### src/rtl/rpfl_pkg.sv
// shared types and constants of the record pool free list allocator
`timescale 1ns / 1ps

package rpfl_pkg;

  // fixed slot space of the pool and the free stack depth ceiling
  localparam int SLOT_SPACE = 1024;
  localparam int SLOT_W     = 10;
  localparam int DEPTH_W    = 11;
  localparam int DEPTH_MAX  = 2047;
  localparam int END_W      = 12;
  localparam int RPB_W      = 7;
  localparam int LIM_W      = 5;

  // configuration register indexes
  localparam logic CFG_RPB   = 1'b0;
  localparam logic CFG_LIMIT = 1'b1;

  typedef enum logic [1:0] {
    OP_ALLOC   = 2'd0,
    OP_FREE    = 2'd1,
    OP_RELEASE = 2'd2,
    OP_VERIFY  = 2'd3
  } op_t;

  typedef enum logic [1:0] {
    ST_OK        = 2'd0,
    ST_EXHAUSTED = 2'd1,
    ST_NOT_POOL  = 2'd2,
    ST_SLOT_FREE = 2'd3
  } status_t;

  // source of the granted slot
  typedef enum logic [1:0] {
    GR_NONE = 2'd0,
    GR_HEAD = 2'd1,
    GR_UNT  = 2'd2,
    GR_END  = 2'd3
  } grant_t;

  typedef enum logic [2:0] {
    S_IDLE      = 3'd0,
    S_EXEC      = 3'd1,
    S_POP_WAIT  = 3'd2,
    S_WALK_CMP  = 3'd3,
    S_WALK_WAIT = 3'd4,
    S_RESP      = 3'd5
  } state_t;

  // datapath conditions seen by the sequencer
  typedef struct packed {
    logic in_go;
    op_t  op;
    logic depth_nz;
    logic unt_avail;
    logic can_grow;
    logic slot_ge_end;
    logic slot_ge_unt;
    logic walk_done;
    logic walk_hit;
    logic out_free;
  } flags_t;

  // sequencer commands to the datapath
  typedef struct packed {
    logic    accept;
    logic    pop_rd;
    logic    pop_ld;
    logic    take_unt;
    logic    grow;
    logic    push;
    logic    clear;
    logic    walk_start;
    logic    walk_rd;
    logic    walk_step;
    logic    res_set;
    logic    res_ok;
    status_t res_status;
    grant_t  grant_sel;
    logic    emit;
  } ctrl_t;

endpackage

### src/rtl/rpfl_ctrl.sv
// sequencer of the allocator: state register, next state and commands
`timescale 1ns / 1ps

module rpfl_ctrl (
  input  logic            clk,
  input  logic            rst_n,
  input  rpfl_pkg::flags_t flags,
  output rpfl_pkg::ctrl_t  ctrl
);

  rpfl_pkg::state_t state_r;
  rpfl_pkg::state_t state_nxt;

  // state register
  always_ff @(posedge clk) begin
    if (!rst_n) begin
      state_r <= rpfl_pkg::S_IDLE;
    end else begin
      state_r <= state_nxt;
    end
  end

  // next state
  always_comb begin
    state_nxt = state_r;
    case (state_r)
      rpfl_pkg::S_IDLE: begin
        if (flags.in_go) state_nxt = rpfl_pkg::S_EXEC;
      end
      rpfl_pkg::S_EXEC: begin
        case (flags.op)
          rpfl_pkg::OP_ALLOC: begin
            if (flags.depth_nz) state_nxt = rpfl_pkg::S_POP_WAIT;
            else state_nxt = rpfl_pkg::S_RESP;
          end
          rpfl_pkg::OP_VERIFY: begin
            if (flags.slot_ge_end || flags.slot_ge_unt) state_nxt = rpfl_pkg::S_RESP;
            else state_nxt = rpfl_pkg::S_WALK_CMP;
          end
          default: state_nxt = rpfl_pkg::S_RESP;
        endcase
      end
      rpfl_pkg::S_POP_WAIT: state_nxt = rpfl_pkg::S_RESP;
      rpfl_pkg::S_WALK_CMP: begin
        if (flags.walk_done || flags.walk_hit) state_nxt = rpfl_pkg::S_RESP;
        else state_nxt = rpfl_pkg::S_WALK_WAIT;
      end
      rpfl_pkg::S_WALK_WAIT: state_nxt = rpfl_pkg::S_WALK_CMP;
      rpfl_pkg::S_RESP: begin
        if (flags.out_free) state_nxt = rpfl_pkg::S_IDLE;
      end
      default: state_nxt = rpfl_pkg::S_IDLE;
    endcase
  end

  // commands
  always_comb begin
    ctrl = '0;
    case (state_r)
      rpfl_pkg::S_IDLE: ctrl.accept = 1'b1;
      rpfl_pkg::S_EXEC: begin
        case (flags.op)
          rpfl_pkg::OP_ALLOC: begin
            ctrl.res_set = 1'b1;
            if (flags.depth_nz) begin
              ctrl.pop_rd    = 1'b1;
              ctrl.res_ok    = 1'b1;
              ctrl.grant_sel = rpfl_pkg::GR_HEAD;
            end else if (flags.unt_avail) begin
              ctrl.take_unt  = 1'b1;
              ctrl.res_ok    = 1'b1;
              ctrl.grant_sel = rpfl_pkg::GR_UNT;
            end else if (flags.can_grow) begin
              ctrl.grow      = 1'b1;
              ctrl.res_ok    = 1'b1;
              ctrl.grant_sel = rpfl_pkg::GR_END;
            end else begin
              ctrl.res_status = rpfl_pkg::ST_EXHAUSTED;
            end
          end
          rpfl_pkg::OP_FREE: begin
            ctrl.push    = 1'b1;
            ctrl.res_set = 1'b1;
            ctrl.res_ok  = 1'b1;
          end
          rpfl_pkg::OP_RELEASE: begin
            ctrl.clear   = 1'b1;
            ctrl.res_set = 1'b1;
            ctrl.res_ok  = 1'b1;
          end
          rpfl_pkg::OP_VERIFY: begin
            if (flags.slot_ge_end) begin
              ctrl.res_set    = 1'b1;
              ctrl.res_status = rpfl_pkg::ST_NOT_POOL;
            end else if (flags.slot_ge_unt) begin
              ctrl.res_set    = 1'b1;
              ctrl.res_status = rpfl_pkg::ST_SLOT_FREE;
            end else begin
              ctrl.walk_start = 1'b1;
            end
          end
          default: ctrl.res_set = 1'b1;
        endcase
      end
      rpfl_pkg::S_POP_WAIT: ctrl.pop_ld = 1'b1;
      rpfl_pkg::S_WALK_CMP: begin
        if (flags.walk_done) begin
          ctrl.res_set = 1'b1;
          ctrl.res_ok  = 1'b1;
        end else if (flags.walk_hit) begin
          ctrl.res_set    = 1'b1;
          ctrl.res_status = rpfl_pkg::ST_SLOT_FREE;
        end else begin
          ctrl.walk_rd = 1'b1;
        end
      end
      rpfl_pkg::S_WALK_WAIT: ctrl.walk_step = 1'b1;
      rpfl_pkg::S_RESP: ctrl.emit = flags.out_free;
      default: ctrl = '0;
    endcase
  end

endmodule

### config.mk
export PLATFORM = sky130hd
export DESIGN_NAME = rpfl_ctrl
export DESIGN_NICKNAME = d
export VERILOG_FILES = /design/src/rtl/rpfl_pkg.sv /design/src/rtl/rpfl_ctrl.sv
export SDC_FILE = /design/constraint.sdc
export NUM_CORES = 1
export LEC_CHECK = 0
export BUFFER_PORTS_ARGS = -buffer_cell sky130_fd_sc_hd__buf_2
export CORE_MARGIN = 3
export CORE_UTILIZATION = 25
export DETAILED_ROUTE_END_ITERATION = 6
export PLACE_DENSITY = 0.57
export SLEW_MARGIN = 20
export SYNTH_ARGS = -nofsm -noshare
export SYNTH_HDL_FRONTEND = slang
export SYNTH_SLANG_ARGS = --single-unit
### constraint.sdc
create_clock -name clk -period 2 [get_ports clk]
set_input_delay 0.4 -clock clk [delete_from_list [all_inputs] [get_ports clk]]
set_output_delay 0.4 -clock clk [all_outputs]
set_load 0.1 [all_outputs]
==> results of run 1 <==
[Yosys cell counts]
cell type	n	area, um^2
o31a_1	1	8.760
o31ai_2	1	12.51
buf_2	2	10.01
nor2_1	4	15.01
o21ai_0	2	10.01
o31ai_1	1	7.510
nand2_1	6	22.52
and2b_1	1	7.510
o221a_2	1	11.26
nand2b_1	2	12.51
nand4_1	1	6.260
dfxtp_1	3	60.06
buf_6	1	11.26
nor2b_1	1	6.260
a21boi_0	1	7.510
inv_1	7	26.28
and2_2	1	7.510
o32ai_1	1	8.760
o21a_1	2	15.01
a2bb2oi_1	1	8.760
nor3b_1	3	22.52
o311a_1	1	10.01
o22a_1	1	8.760
nor3_1	6	30.03
nand3b_1	1	7.510
and2_1	4	25.02
a21oi_1	6	30.03
ha_1	5	62.56
nor4bb_1	1	10.01
and3_2	1	7.510
or3_1	1	6.260
nor3b_4	1	18.77
[path summary, 6_finish.rpt]
kind | from | to | slack [ns]
max | flags[7] | ctrl[3] | 0.05
min | rst_n | state_r[0] | 0.43
max reg2reg | state_r[1] | state_r[0] | 0.69
min reg2reg | state_r[2] | state_r[1] | 0.72
[layer usage]
layer,up-vias,GRT usage (%),wire length (um)
met5,-,0,0
met3,0,2.041,104
met2,23,25.75,877
met4,0,2.620,0
met1,288,15.56,660
li1,330,-,-
[per-stage QoR]
step	util, %	area [um^2]	hold slack (ns)
floorplan	-	609.3	0.5312
global placement	58.57	1077	0.6696
detailed placement	58.57	1077	0.6669
CTS	60.14	1106	0.4222
global route	60.82	1119	0.4283
finish	60.82	1119	0.4272
[placed cells by master, fill, tap and decap left out, types with 4 or more instances in the layout]
| cell type | instances |
|---|---|
| buf_4 | 10 |
| a21oi_1 | 6 |
| inv_1 | 7 |
| ha_1 | 4 |
| buf_2 | 13 |
| buf_12 | 16 |
| nand2_1 | 5 |
[where the power goes]
group | internal, uW | switching [uW] | leakage (uW)
Clock | 75.1 | 36.3 | 0.0000150
Combinational | 142 | 250 | 0.000441
Sequential | 66.3 | 4.98 | 0.0000247
Total | 283 | 292 | 0.000480
[logic make-up (layout without fill, tap and decap cells)]
logic type / after synthesis / in the layout / synth area share (%)
AO/OA/AOI/OAI: 19 / 19 / 27.01
adder cells (fa/ha/maj): 5 / 5 / 12.17
buffers and inverters: 10 / 50 / 9.247
flip-flops: 3 / 3 / 11.68
AND/OR/NAND/NOR: 34 / 34 / 39.91
[area by class of cell]
| cell class | instances | area [um^2] | share of cell area, % |
|---|---|---|---|
| Timing Repair Buffer | 39 | 460.4 | 41.16 |
| Sequential cell | 3 | 60.06 | 5.369 |
| Tap cell | 25 | 31.28 | 2.796 |
| Multi-Input combinational cell | 58 | 514.2 | 45.97 |
| Clock buffer | 4 | 26.28 | 2.349 |
| Inverter | 7 | 26.28 | 2.349 |
[critical path: cells and delay by family]
kind,cells,cell delay [ns]
simple gates,1,0.38
buf+inv,2,0.32
compound gates,2,0.45
[repair_timing]
item,in CTS,in global routing
gates resized for setup,1,3
pin swaps,0,1
endpoints found under the setup margin,1,3
==> impl_results.md, run 1 <==
- Max_slew headroom: 68.01%
- Vias in the first global route: 667
- CTS buffer count: 3
- Root buffer cell: clkbuf_4
- Vias per std cell: 4.713
- Pre-CTS setup slack: -0.01027 ns
- Routed Antenna Nets: 0
- Max Slew Vio Count: 0
- Mapped Cells: 71
- Ports: 30
- Seq cells post-synth: 3
- Mapped Nets: 89
- Final count of hold timing violations: 0
- Worst setup path class: in2out
- Mean Syn Cell Area: 7.243 um^2
- Status: finished, final reports clean
- Cell Rows: 15
- Crit. End Element: output port
- Total power: 574.7 uW
- Worst-skew pair later-pin latency: 0.24 ns
- Synth cell types: 32
- Setup crit start kind: primary input
- Setup TNS: 0 ns
- Worst VDD drop: 0.3999 mV
- Routed via count: 641
- Routed WL: 1641 um
- Clock sinks: 3
- Routed len/inst: 12.07 um
- CTS clock-pin slew for the worst setup and hold paths: 0.04 ns
- Final period utilization: 97.50%
- Antenna cells: 0
- Layout cells sized above 1: 56.76%
- Final nets: 130
- Reg2reg path depth: 4
- Sequential fraction of the synthesis area: 11.68%
- CP max-delay cell: or3_4
- Gr usage total: 13.44%
- Final setup viols: 0
- Leak Pwr: 0.0004804 uW
- Critical path arrival: 1.55 ns
- Period minus WS final: 1.950 ns
- Core Box Area: 1839 um^2
- Grt ovf: 0
- PortBufs: 29
- Largest reg by FF count: state_r
- First DRT Iteration DRCs: 8
- Chip width: 51.36 um
- Post-route non-filler standard cell count: 136
- PD cells: 513.8 nW/um^2
- Global-route wire length before repair: 2753 um
- GP Congestion: 0.7448
- Max-Cap Viols: 0
- Initial core utilization: 27.96%
- Setup bufs post-CTS: 0
- Hold Buf Count CTS: 0
- Worst Max-Slew Pin Slew: 0.4831 ns
- Inst Count DP: 132
- Crit path largest cell delay: 0.38 ns
- Syn-to-layout area delta: 117.5%
- Fmax: 0.5128 GHz
- CTS tree: done
- Critical Path RT: 1.60 ns
- Initial antenna violation count: 0
- Synthesized cell area: 514.2 um^2
- H-tree levels: 1
- Number of iterations in the first detailed-routing pass: 4
- Post-DP HPWL: 1417 um
- Die Area: 2637 um^2
- Die Y: 51.36 um
- Pin count of the biggest net entering global routing: 10
- RSZ-0062 raised after global routing: false
- Maximum clock insertion buffer count: 2
- Drt drc: 0
- Ys Warns: 0
- Crit-path max FO: 2
- Largest register FFs: 3
- Fillers: 174
- Clock skew: 0.003431 ns
- HP Class: in2reg
- Min-Delay Path Depth: 2
- Top Registers: state_r: 3 flops
- Setup ws final: 0.05000 ns
- CP Cell Sequence: buf_2, or3_4, o22a_1, o31ai_4, buf_12
Note: power is estimated with default switching activity, not from simulation.
==> run 2, diff against run 1 <==
CORE_UTILIZATION = 35   (was 25)
CTS_BUF_LIST = sky130_fd_sc_hd__clkbuf_4 sky130_fd_sc_hd__clkbuf_8   (was default)
PLACE_DENSITY = 0.72   (was 0.57)
==> impl_results.md, run 2 (synthesized netlist as in run 1, its figures left out) <==
- H-tree levels: 1 (unchanged)
- Reg2reg end: state_r[1]
- Final period utilization: 97.38% (-0.12 points)
- Max_slew headroom: 68.06% (about the same)
- PortBufs: 29 (unchanged)
- Seq. cell area: 61.31 um^2 (+2.1%)
- Pin count of the biggest net entering global routing: 10 (unchanged)
- Hold Buf Count CTS: 0 (unchanged)
- Largest reg by FF count: state_r
- Grt ovf: 0 (unchanged)
- Core Box Area: 1334 um^2 (-27%)
- R2r setup slk: 0.77 ns (+0.08 ns)
- Worst VDD drop: 0.3660 mV (-8.5%)
- Cell Rows: 13 (-2)
- Crit-path max FO: 2 (unchanged)
- Worst Max-Slew Pin Slew: 0.4824 ns (-0.0006679 ns)
- PD cells: 539.0 nW/um^2 (+4.9%)
- Final setup viols: 0 (unchanged)
- Total power: 600.2 uW (+4.4%)
- Die Y: 44.33 um (-14%)
- Ports: 30 (unchanged)
- Fmax: 0.5135 GHz (+0.12%)
- Area of the multi-input gates: 518.0 um^2 (+0.73%)
- Routed len/inst: 13.62 um (+13%)
- HP Class: in2reg
- Final count of hold timing violations: 0 (unchanged)
- Clock sinks: 3 (unchanged)
- Post-route non-filler standard cell count: 125 (-8.1%)
- First DRT Iteration DRCs: 8 (unchanged)
- Antenna cells: 0 (unchanged)
- CTS buffer count: 3 (unchanged)
- Top Registers: state_r: 3 flops
- Global-route wire length before repair: 3008 um (+9.3%)
- Inst Count DP: 121 (-8.3%)
- Setup bufs post-CTS: 0 (unchanged)
- Vias per std cell: 5.336 (+13%)
- Pre-CTS setup slack: -0.006283 ns (+0.003992 ns)
- Critical Path RT: 1.60 ns (about the same)
- Period minus WS final: 1.948 ns (-0.002409 ns)
- Initial core utilization: 38.56% (+11 points)
- Chip width: 44.33 um (-14%)
- Critical path destination: ctrl[3]
- Most common cell after layout, fill and taps aside: buf_12
- Routed via count: 667 (+4.1%)
- Maximum clock insertion buffer count: 2 (unchanged)
- Routed Antenna Nets: 0 (unchanged)
- Die Area: 1965 um^2 (-25%)
- CTS clock-pin slew for the worst setup and hold paths: 0.04 ns (about the same)
- Vias in the first global route: 666 (-0.15%)
- Initial antenna violation count: 0 (unchanged)
- Worst-skew pair later-pin latency: 0.26 ns (+0.02 ns)
- Root buffer cell: clkbuf_4
- CP max-delay cell: or3_4
- CP Cell Sequence: buf_2, or3_4, o22a_1, o31ai_4, buf_12
- Setup ws final: 0.05241 ns (+0.002409 ns)
- Final core utilization: 83.49% (+23 points)
- Drt drc: 0 (unchanged)
- Most frequent cells in the layout: buf_12, buf_2, buf_4, a21oi_1
- Post-DP HPWL: 1386 um (-2.2%)
- Status: finished, final reports clean
- RR Startpoint: state_r[2]
- Max Slew Vio Count: 0 (unchanged)
- Max-Cap Viols: 0 (unchanged)
- Clock skew: 0.005785 ns (+0.002354 ns)
- Crit. End Element: output port
- Reg2reg path depth: 4 (unchanged)
- Worst setup path class: in2out
- Syn-to-layout area delta: 116.5%
- Setup crit start kind: primary input
- GP Congestion: 0.8413 (+13%)
- Leak Pwr: 0.0004801 uW (about the same)
- RSZ-0062 raised after global routing: false
- Crit path largest cell delay: 0.37 ns (about the same)
- Crit path from: flags[6]
- Critical path arrival: 1.55 ns (about the same)
- Layout cells sized above 1: 62.73% (+6.0 points)
- Number of iterations in the first detailed-routing pass: 4 (unchanged)
- Routed WL: 1703 um (+3.8%)
- Fillers: 79 (-55%)
- Final nets: 129 (-0.77%)
- Gr usage total: 21.50% (+8.1 points)
- Largest register FFs: 3 (unchanged)
- CTS tree: done
## run 2: power by group
group / total, uW / leakage, uW / internal (uW) / switching [uW]
Sequential: 73.3 / 0.0000251 / 66.4 / 6.89
Combinational: 394 / 0.000437 / 144 / 250
Clock: 133 / 0.0000184 / 89.1 / 43.6
Total: 600 / 0.000480 / 300 / 300
## run 2: repair_timing
item,in CTS,in global routing
gates resized for setup,3,7
pin swaps,0,0
endpoints found under the setup margin,3,6
## run 2: worst min path at each step
stage | slack (ns) | to | depth (start not counted) | start
4_1_cts | 0.40 | state_r[0] | 2 | rst_n
5_1_grt | 0.41 | state_r[0] | 2 | rst_n
6_report | 0.41 | state_r[0] | 2 | rst_n
3_5_place_dp | 0.67 | state_r[0] | 2 | rst_n
2_1_floorplan | 0.53 | state_r[0] | 1 | rst_n
3_3_place_gp | 0.67 | state_r[0] | 2 | rst_n
## run 2: critical path: cells and delay by family
family / cells / cell delay, ns
buffers and inverters: 2 / 0.32
AND/OR/NAND/NOR: 1 / 0.37
AO/OA/AOI/OAI: 2 / 0.46
## run 2: cell type report
cell class,instances,area share [%]
flip-flops and latches,3,5.506
clock buffers,4,2.697
inverters,7,2.360
multi-input cells,58,46.52
well taps,15,1.685
repair buffers,38,41.24
## run 2: stage by stage
| step | cell area, um^2 | setup TNS [ns] | hold slack, ns |
|---|---|---|---|
| 2_1_floorplan | 609.3 | -2.149 | 0.5312 |
| 3_3_place_gp | 1057 | -0.0001495 | 0.6675 |
| 3_5_place_dp | 1057 | -0.01237 | 0.6736 |
| 4_1_cts | 1096 | 0 | 0.4026 |
| 5_1_grt | 1114 | 0 | 0.4057 |
| 6_report | 1114 | 0 | 0.4123 |
## run 2: layer usage
layer	global-route usage (%)	up-vias	wire length [um]
li1	-	332	-
met1	25.92	299	638
met2	33.14	32	876
met3	8.130	4	147
met4	10.84	0	41
met5	0	-	0
==> run 3, diff against run 2 <==
PLACE_DENSITY = 0.75   (was 0.72)
SETUP_SLACK_MARGIN = 0.15   (was default)
clock period = 1.7 ns   (was 2 ns; I/O delays follow)
==> impl_results.md, run 3 <==
- Clock sinks: 3 (unchanged)
- Synth top area cells: ha_1, dfxtp_1, a21oi_1
- PortBufs: 29 (unchanged)
- Top cells by count, synth: inv_1, a21oi_1, nand2_1, nor3_1, ha_1
- Prevailing post-synth register cell: dfxtp_1
- Setup bufs post-CTS: 18 (+18)
- Mean Syn Cell Area: 7.243 um^2 (unchanged)
- Chip width: 44.33 um (unchanged)
- H-tree levels: 1 (unchanged)
- Sequential fraction of the synthesis area: 11.68% (unchanged)
- Synth cell types: 32 (unchanged)
- GP Congestion: 0.7758 (-7.8%)
- Pre-CTS setup slack: -0.1678 ns (-0.1615 ns)
- Ys Warns: 0 (unchanged)
- Root buffer cell: clkbuf_4
- Status: aborted with a tool error
- Ys async rst share: 0% (unchanged)
- Synthesized cell area: 514.2 um^2 (unchanged)
- Ports: 30 (unchanged)
- Post-synth EDFFs: 0 (unchanged)
- Top cell type's share of synthesized area: 12.17% (unchanged)
- Post-CTS Resized: 31 (+28)
- Seq cells post-synth: 3 (unchanged)
- CTS buffer count: 3 (unchanged)
- Mapped Nets: 89 (unchanged)
- Synth area leader: ha_1
- Post-DP HPWL: 1864 um (+34%)
- Die Y: 44.33 um (unchanged)
- Failed at: clock tree synthesis
- Hold Buf Count CTS: 0 (unchanged)
- Cell with the most instances after synthesis: inv_1
- Maximum clock insertion buffer count: 2 (unchanged)
- Initial core utilization: 38.56% (unchanged)
- Mapped Cells: 71 (unchanged)
- Inst Count DP: 129 (+6.6%)
- Cell Rows: 13 (unchanged)
- Stop err: [ERROR DPL-0038] Utilization greater than 100%, impossible to legalize
run 3: per-stage QoR:
step | util [%] | hold slack (ns) | area, um^2
floorplan | - | 0.4771 | 706.9
detailed placement | 91.46 | 0.6248 | 1220
global placement | 91.46 | 0.6093 | 1220
run 3: cells by family after synthesis:
logic type,Yosys count,share of synthesized area [%]
AND/OR/NAND/NOR,34,39.91
AO/OA/AOI/OAI,19,27.01
buffers and inverters,10,9.247
adder cells (fa/ha/maj),5,12.17
flip-flops,3,11.68
==> run 4, diff against run 3 <==
CORE_AREA = 3 3 64 66   (was default)
CORE_MARGIN = default   (was 3)
CORE_UTILIZATION = default   (was 35)
CTS_BUF_LIST = default   (was sky130_fd_sc_hd__clkbuf_4 sky130_fd_sc_hd__clkbuf_8)
DIE_AREA = 0 0 67 69   (was default)
PLACE_DENSITY = default   (was 0.75)
PLACE_DENSITY_LB_ADDON = 0.15   (was default)
SETUP_SLACK_MARGIN = default   (was 0.15)
clock period = 2.2 ns   (was 1.7 ns; I/O delays follow)
==> impl_results.md, run 4 (synthesized netlist as in run 1, its figures left out) <==
- CTS clock-pin slew for the worst setup and hold paths: 0.03 ns
- Top Registers: state_r: 3 flops
- Vias per std cell: 3.981
- Max_slew headroom: 67.66%
- PortBufs: 29 (unchanged)
- Routed Antenna Nets: 0
- Hold Buf Count CTS: 0 (unchanged)
- Maximum clock insertion buffer count: 2 (unchanged)
- Vias in the first global route: 643
- Clock skew: 0.0002231 ns
- Worst Max-Slew Pin Slew: 0.4885 ns
- Most common cell after layout, fill and taps aside: buf_2
- Final setup viols: 0
- Period minus WS final: 2.096 ns
- Crit path from: flags[7]
- Reg2reg path depth: 4
- Fillers: 406
- Fmax: 0.4771 GHz
- Critical path arrival: 1.66 ns
- Worst setup path class: in2out
- Number of iterations in the first detailed-routing pass: 3
- Final period utilization: 95.27%
- CTS tree: done
- PD cells: 521.8 nW/um^2
- Inst Count DP: 152 (+18%)
- Chip width: 67 um (+51%)
- Status: finished, final reports clean
- RSZ-0062 raised after global routing: false
- Pin count of the biggest net entering global routing: 11
- Final count of hold timing violations: 0
- Reg2reg end: state_r[0]
- Crit path largest cell delay: 0.40 ns
- Drt drc: 0
- Clock sinks: 3 (unchanged)
- Initial antenna violation count: 0
- Largest register FFs: 3
- First DRT Iteration DRCs: 7
- Antenna cells: 0
- Setup crit start kind: primary input
- Max Slew Vio Count: 0
- H-tree levels: 1 (unchanged)
- Setup bufs post-CTS: 0 (-18)
- Critical Path RT: 1.76 ns
- CP Cell Sequence: buf_2, or3_1, o22a_1, o31ai_4, buf_12
- Area of the multi-input gates: 488.0 um^2
- Seq. cell area: 60.06 um^2
- Layout cells sized above 1: 50.00%
- Max-Cap Viols: 0
- Die Area: 4623 um^2
- Ports: 30 (unchanged)
- Crit. End Element: output port
- Global-route wire length before repair: 2766 um
- CP max-delay cell: or3_1
- Post-DP HPWL: 1425 um (-24%)
- CTS buffer count: 3 (unchanged)
- HP Class: in2reg
- Cell Rows: 22 (+9)
- Leak Pwr: 0.0004570 uW
- Root buffer cell: clkbuf_8
- R2r setup slk: 0.81 ns
- Worst VDD drop: 0.1710 mV
- Die Y: 69 um (+56%)
- Final nets: 127
- Core Box Area: 3633 um^2
- Syn-to-layout area delta: 109.0%
- Routed via count: 621
- GP Congestion: 0.7136 (-8.0%)
- Worst-skew pair later-pin latency: 0.21 ns
- Gr usage total: 7.575%
- Most frequent cells in the layout: buf_2, buf_12, inv_1, buf_4
- RR Startpoint: state_r[2]
- Critical path destination: ctrl[3]
- Final core utilization: 29.58%
- Initial core utilization: 14.15% (-24 points)
- Largest reg by FF count: state_r
- Routed WL: 1704 um
- Post-route non-filler standard cell count: 156
- Grt ovf: 0
- Crit-path max FO: 5
- Routed len/inst: 10.92 um
[run 4: how the worst min path moves through the flow]
stage | from | endpoint | cells past startpoint
detailed placement | rst_n | state_r[0] | 2
finish | rst_n | state_r[0] | 2
CTS | rst_n | state_r[0] | 2
global placement | rst_n | state_r[0] | 2
global route | rst_n | state_r[0] | 2
floorplan | rst_n | state_r[0] | 1
[run 4: layout make-up]
| cell class | instances | share of cell area, % |
|---|---|---|
| inverters | 7 | 2.445 |
| well taps | 48 | 5.588 |
| multi-input cells | 58 | 45.40 |
| clock buffers | 4 | 4.191 |
| repair buffers | 36 | 36.79 |
| flip-flops and latches | 3 | 5.588 |
[run 4: worst max-delay path: cells and delay by family]
family / cells / cell delay [ns]
AOI/OAI and AO/OA: 2 / 0.47
and+or+nand+nor: 1 / 0.40
buffers and inverters: 2 / 0.34
[run 4: layer usage]
| metal | routed length, um | track usage (%) | up-vias |
|---|---|---|---|
| met5 | 0 | 0 | - |
| met4 | 0 | 4.054 | 0 |
| met3 | 123 | 1.792 | 0 |
| met2 | 828 | 12.12 | 16 |
| met1 | 752 | 9.100 | 277 |
| li1 | - | - | 328 |
[run 4: metrics by stage]
stage / setup slack (ns) / hold WS [ns] / instance area [um^2] / total power (uW) / setup TNS (ns)
5_1_grt: 0.03057 / 0.4926 / 1075 / 596.0 / 0
4_1_cts: 0.03535 / 0.4791 / 1064 / 569.1 / 0
2_1_floorplan: -0.5415 / 0.5712 / 586.8 / 300.7 / -1.961
3_3_place_gp: 0.1012 / 0.7093 / 1018 / 402.2 / 0
6_report: 0.1042 / 0.4861 / 1075 / 560.8 / 0
3_5_place_dp: 0.03740 / 0.7044 / 1018 / 402.3 / 0
[run 4: where the power goes]
| group | switching, uW | total [uW] | internal [uW] | leakage (uW) |
|---|---|---|---|---|
| registers | 10.6 | 71.0 | 60.4 | 0.0000247 |
| logic | 217 | 331 | 114 | 0.000410 |
| clock network | 35.6 | 159 | 124 | 0.0000228 |
[run 4: repair_timing]
item | 4_1_cts | 5_1_grt
endpoints found under the setup margin | 0 | 4
resized for setup | 0 | 4
endpoints found under the hold margin | 0 | 0
